===== src/hw/rtl/aorb_pkg.sv =====
// Package with the format codes and the channel blend arithmetic of the ARGB over RGB565 blender.
package aorb_pkg;

  typedef enum logic [1:0] {
    FMT_RGB565   = 2'd0,
    FMT_RGB888   = 2'd1,
    FMT_ARGB8888 = 2'd2,
    FMT_RESERVED = 2'd3
  } src_fmt_t;

  localparam int unsigned SrcWordWidth = 32;
  localparam int unsigned PixelWidth   = 16;
  localparam int unsigned ChanWidth    = 6;
  localparam int unsigned AlphaWidth   = 8;
  localparam int unsigned ProdWidth    = ChanWidth + AlphaWidth;
  localparam int unsigned SInDataWidth = SrcWordWidth + PixelWidth;
  localparam logic [AlphaWidth-1:0] AlphaMax = 8'd255;

  // Exact floor(x / 255) for x below 64 * 255, using x / 255 = (x + x / 256 + 1) / 256.
  function automatic logic [ChanWidth-1:0] div255(input logic [ProdWidth-1:0] x);
    logic [ProdWidth:0] sum;
    sum = {1'b0, x} + {9'd0, x[ProdWidth-1:8]} + {{ProdWidth{1'b0}}, 1'b1};
    return sum[ProdWidth-1:8];
  endfunction

  // Blends one channel; the sum of the two truncated quotients never exceeds the channel maximum.
  function automatic logic [ChanWidth-1:0] blend_ch(input logic [ChanWidth-1:0]  s,
                                                    input logic [ChanWidth-1:0]  d,
                                                    input logic [AlphaWidth-1:0] a);
    logic [ProdWidth-1:0] ps;
    logic [ProdWidth-1:0] pd;
    ps = ProdWidth'(s) * ProdWidth'(a);
    pd = ProdWidth'(d) * ProdWidth'(AlphaMax - a);
    return div255(ps) + div255(pd);
  endfunction

endpackage


===== src/hw/rtl/argb_over_rgb565_blend_top.sv =====
// Top level of the ARGB over RGB565 blender: input register, blend logic and result register.
//
//  Channel   Direction  Handshake          Payload
//  s_axis    in         tvalid / tready    tdata[47:0] = src_word[31:0], dst_pixel[47:32]
//  m_axis    out        tvalid / tready    tdata[15:0] = out_pixel
//  cfg       in         cfg_wr_en          cfg_wr_data[1:0] = source_format
//
// One pixel per clock is sustained while m_axis_tready is held high; an accepted transaction
// is captured in the input register and, once the result register can advance, passes through
// the blend logic into the result register, from which it is offered on m_axis.
// Reset clears both valid flags and returns source_format to the 16 bpp copy mode.
// When the result register is stalled, the input register still takes one more transaction if it is empty.
module argb_over_rgb565_blend_top (
  input  logic        clk,
  input  logic        rst,
  input  logic        s_axis_tvalid,
  output logic        s_axis_tready,
  input  logic [47:0] s_axis_tdata,   // src_word[31:0], dst_pixel[47:32]
  output logic        m_axis_tvalid,
  input  logic        m_axis_tready,
  output logic [15:0] m_axis_tdata,   // out_pixel[15:0]
  input  logic        cfg_wr_en,
  input  logic [1:0]  cfg_wr_data
);

  aorb_pkg::src_fmt_t source_format;

  logic                                in_valid;
  logic [aorb_pkg::SrcWordWidth-1:0]   in_src;
  logic [aorb_pkg::PixelWidth-1:0]     in_dst;
  logic                                out_valid;
  logic [aorb_pkg::PixelWidth-1:0]     out_pixel;
  logic [aorb_pkg::PixelWidth-1:0]     out_pixel_next;
  logic                                adv;
  logic [aorb_pkg::ChanWidth-1:0]      red_mix;
  logic [aorb_pkg::ChanWidth-1:0]      grn_mix;
  logic [aorb_pkg::ChanWidth-1:0]      blu_mix;

  assign adv           = !out_valid || m_axis_tready;
  assign s_axis_tready = !in_valid || adv;
  assign m_axis_tvalid = out_valid;
  assign m_axis_tdata  = out_pixel;

  always_ff @(posedge clk) begin
    if (rst) begin
      source_format <= aorb_pkg::FMT_RGB565;
    end else if (cfg_wr_en) begin
      source_format <= aorb_pkg::src_fmt_t'(cfg_wr_data);
    end
  end

  always_ff @(posedge clk) begin
    if (rst) begin
      in_valid <= 1'b0;
    end else if (s_axis_tready) begin
      in_valid <= s_axis_tvalid;
    end
  end

  always_ff @(posedge clk) begin
    if (s_axis_tvalid && s_axis_tready) begin
      in_src <= s_axis_tdata[aorb_pkg::SrcWordWidth-1:0];
      in_dst <= s_axis_tdata[aorb_pkg::SInDataWidth-1:aorb_pkg::SrcWordWidth];
    end
  end

  assign red_mix = aorb_pkg::blend_ch({1'b0, in_src[15:11]}, {1'b0, in_dst[15:11]}, in_src[7:0]);
  assign grn_mix = aorb_pkg::blend_ch(in_src[23:18], in_dst[10:5], in_src[7:0]);
  assign blu_mix = aorb_pkg::blend_ch({1'b0, in_src[31:27]}, {1'b0, in_dst[4:0]}, in_src[7:0]);

  always_comb begin
    case (source_format)
      aorb_pkg::FMT_RGB565: begin
        out_pixel_next = in_src[15:0];
      end
      aorb_pkg::FMT_RGB888: begin
        out_pixel_next = {in_src[7:3], in_src[15:10], in_src[23:19]};
      end
      aorb_pkg::FMT_ARGB8888: begin
        out_pixel_next = {red_mix[4:0], grn_mix, blu_mix[4:0]};
      end
      default: begin
        out_pixel_next = in_dst;
      end
    endcase
  end

  always_ff @(posedge clk) begin
    if (rst) begin
      out_valid <= 1'b0;
    end else if (adv) begin
      out_valid <= in_valid;
    end
  end

  always_ff @(posedge clk) begin
    if (in_valid && adv) begin
      out_pixel <= out_pixel_next;
    end
  end

`ifndef SYNTHESIS
  a_moves_to_output: assert property (@(posedge clk) disable iff (rst)
    in_valid && adv |=> out_valid)
    else $error("Input register content did not reach the result register.");

  a_stall_only_when_full: assert property (@(posedge clk) disable iff (rst)
    !s_axis_tready |-> in_valid && out_valid && !m_axis_tready)
    else $error("Input side stalled while the pipeline had room.");

  a_reserved_keeps_dst: assert property (@(posedge clk) disable iff (rst)
    in_valid && adv && source_format == aorb_pkg::FMT_RESERVED
    |=> m_axis_tdata == $past(in_dst))
    else $error("Reserved format did not pass the destination pixel through.");
`endif

endmodule

===== config.mk =====
export PLATFORM = sky130hd
export DESIGN_NAME = argb_over_rgb565_blend_top
export DESIGN_NICKNAME = d
export VERILOG_FILES = /design/src/hw/rtl/aorb_pkg.sv /design/src/hw/rtl/argb_over_rgb565_blend_top.sv
export SDC_FILE = /design/constraint.sdc
export NUM_CORES = 1
export LEC_CHECK = 0
export BUFFER_PORTS_ARGS = -buffer_cell sky130_fd_sc_hd__buf_4
export CAP_MARGIN = 0
export CORE_ASPECT_RATIO = 0.7
export CORE_MARGIN = 2
export CORE_UTILIZATION = 25
export CTS_CLUSTER_SIZE = 12
export DETAILED_ROUTE_END_ITERATION = 16
export PLACE_DENSITY = 0.4
export RECOVER_POWER = 50
export SLEW_MARGIN = 5
export SYNTH_ARGS = -nofsm -noshare
export SYNTH_HDL_FRONTEND = slang
export SYNTH_SLANG_ARGS = --single-unit

===== constraint.sdc =====
create_clock -name clk -period 17.3 [get_ports clk]
set_input_delay 0.865 -clock clk [delete_from_list [all_inputs] [get_ports clk]]
set_output_delay 0.865 -clock clk [all_outputs]
set_load 0.02 [all_outputs]

==> summary.md <==
| Metric | Value |
|---|---|
| Slowest cell on crit path | `fa_1` |
| Vias | `9035` |
| Fmax | `0.121 GHz` |
| Synth unique cells | `78` |
| Final WL | `33.0 mm` |
| Largest net degree at the start of global routing | `44` |
| CTS tree | `built` |
| FILL cells | `5121` |
| Layout area overhead | `12.6%` |
| EDFF count, synth | `59` |
| Pwr per Cell Area | `113 mW/mm^2` |
| Gr ovfl total | `0` |
| Reg2Reg Setup Slack | `9020 ps` |
| Kind of end point of the critical path | `register` |
| Syn nets | `1673` |
| Synthesized area per cell | `9.30 sq um` |
| Initial antenna violation count | `0` |
| Pre-antenna DRT Iters | `7` |
| Worst Hold End | `m_axis_tvalid` |
| HP Class | `register to register` |
| Num rows | `67` |
| All-Layer GR Usage | `13.4%` |
| Worst r2r src | `in_src[0]` |
| Cells after Synth | `1319` |
| Hold Crit Depth | `2` |
| Later-pin clock latency in the skew report | `350 ps` |
| Final setup vio count | `0` |
| Starting Density | `25.5%` |
| CTS sink cnt | `63` |
| CP max stage delay | `490 ps` |
| Critical path arrival | `8370 ps` |
| Ys async rst share | `0%` |
| Minimum clock period | `8280 ps` |
| Register bit count reported by yosys | `63` |
| Core area | `0.0481 sq mm` |
| Setup bufs post-CTS | `0` |
| Reg-to-Reg End | `m_axis_tdata[15]` |
| Ratio of cells with drive above 1 in the final layout | `8.93%` |
| HPWL Detailed | `25.0 mm` |
| Final period util | `47.8%` |
| Critical path peak fanout | `29` |
| Area of the die | `0.0509 sq mm` |
| Port bufs | `67` |
| Leakage | `6.53 nW` |
| Commonest non-fill, non-tap cell in the layout | `inv_1` |
| CTS hold repair buffers | `0` |
| Residual DRC count | `0` |
| PostCTS Resize Cnt | `0` |
| Synth Flop Type | `edfxtp_1` |
| Startpoint types | `register` |
| Worst-path clk slew | `70 ps` |
| CP Data Required Time | `17390 ps` |
| Non-filler instance count after layout | `2036` |
| Initial drt markers | `440` |
| Crit path kind | `register to register` |
| Synthesized area | `0.0123 sq mm` |
| Synth warnings | `0` |
| Final Skew | `12.7 ps` |
| Io pins | `73` |
| Total CTS buffers | `9` |
| Seq/Total Area, Yosys | `15.1%` |
| Die X | `269 microns` |
| RSZ-0062 raised after global routing | `false` |
| Number of instances in the placed design | `2017` |
| Max IR drop VDD | `0.0593 mV` |
| Final hold viol count | `0` |
| R2R depth | `31` |
| Root buffer cell | `clkbuf_16` |
| Slew headroom | `0.528%` |
| Status | `completed` |
| Longest Clk Path Bufs | `2` |
| Setup TNS | `0 ps` |
| Net count, final | `1727` |
| Vias in the first global route | `9176` |
| Routability Congestion | `0.781` |
| Detail Route Antenna Nets | `0` |
| Drt via density | `4.44` |
| Tightest Pin Transition | `1490 ps` |
| Die height | `189 microns` |
| Max-Cap Viols | `0` |
| Final Max Tran Viols | `0` |
| First-pass GRT wire length | `52.6 mm` |
| WL/cell | `16.2 microns` |
| Most frequent cells in the layout | `inv_1 (218), ha_1 (173), fa_1 (126)` |
| H-tree Lvls | `3` |
| Hold Crit Start | `in_valid` |
cells by family after synthesis:
family / count (synthesis) / share of synthesized area [%]
AOI/OAI and AO/OA: 172 / 9.68
xor gates and xnor gates: 82 / 6.15
adders and majority gates: 301 / 38.4
buffers and inverters: 254 / 7.84
DFF: 63 / 15.1
muxes: 21 / 3.36
and+or+nand+nor: 426 / 19.5
report_power, final:
part / switching, mW / internal (mW) / leakage (nW)
clock: 0.0798 / 0.127 / 0.150
combinational: 0.630 / 0.523 / 5.78
sequential: 0.0177 / 0.186 / 0.603
total: 0.727 / 0.835 / 6.53
cell type report:
type	count	area [sq um]	area share (%)
multi-input combinational	1002	9460	68.5
sequential	63	1850	13.4
tap	655	820	5.93
inverter	218	818	5.92
timing repair buffer	79	537	3.89
clock buffer	9	225	1.63
clock inverter	7	96.3	0.698
antenna	3	7.51	0.0544
routing by layer:
layer | part of all wire [%] | global-route usage (%) | vias to the layer above
met5 | 0 | 0 | -
met1 | 55 | 20.7 | 4488
li1 | - | - | 4473
met2 | 43 | 20.4 | 62
met3 | 1.5 | 0.936 | 12
met4 | 0.87 | 2.33 | 0
sequential cells by signal, indices dropped and copies added (netlist names):
signal / flops
in_valid: 1
source_format: 2
in_src: 27
m_axis_tvalid: 1
m_axis_tdata: 16
in_dst: 16
worst max-delay path by stage:
stage | from | end | slack (ps)
6_report | in_src[0] | m_axis_tdata[15] | 9020
5_1_grt | in_src[0] | m_axis_tdata[15] | 8480
4_1_cts | in_src[0] | m_axis_tdata[15] | 8980
3_5_place_dp | in_src[0] | m_axis_tdata[15] | 9020
3_3_place_gp | in_src[0] | m_axis_tdata[15] | 9030
2_1_floorplan | in_src[2] | m_axis_tdata[15] | 10180
worst max-delay path, delay by kind of cell, from the launching register on:
family | cells | cell delay [ps]
flops | 1 | 320
xor+xnor | 6 | 1090
compound gates | 9 | 1810
fa+ha+maj | 7 | 2730
buf+inv | 5 | 870
mux | 1 | 490
simple gates | 3 | 640
Yosys cell counts, drive strengths merged, types with 6 or more instances:
master | number | area share [%]
nand3 | 17 | 0.73
o21a | 6 | 0.37
and2 | 89 | 4.5
xnor2 | 55 | 4.0
a21o | 34 | 2.1
ha | 173 | 18
and3 | 9 | 0.47
nand2 | 81 | 2.5
nor3 | 23 | 0.98
clkbuf | 33 | 1.0
mux4 | 16 | 2.9
nand2b | 28 | 1.4
a211oi | 7 | 0.47
o31ai | 6 | 0.41
inv | 218 | 6.7
nor2b | 109 | 5.6
o21ai | 18 | 0.73
fa | 126 | 21
edfxtp | 59 | 14
a31oi | 7 | 0.36
nor2 | 29 | 0.89
or2 | 10 | 0.53
xor2 | 25 | 1.8
a221oi | 8 | 0.57
a21oi | 52 | 2.1
or3 | 9 | 0.46
per-stage QoR:
step	util [%]	area [sq um]	power [mW]	setup WS [ps]	hold WS, ps
floorplan	-	12300	1.10	10180	478
global placement	28.1	13500	1.35	9030	515
finish	28.7	13800	1.56	9020	514
CTS	28.8	13900	1.59	8980	515
global route	28.7	13800	1.74	8480	552
detailed placement	28.1	13500	1.37	9020	503
(Power assumes the default switching activity.)
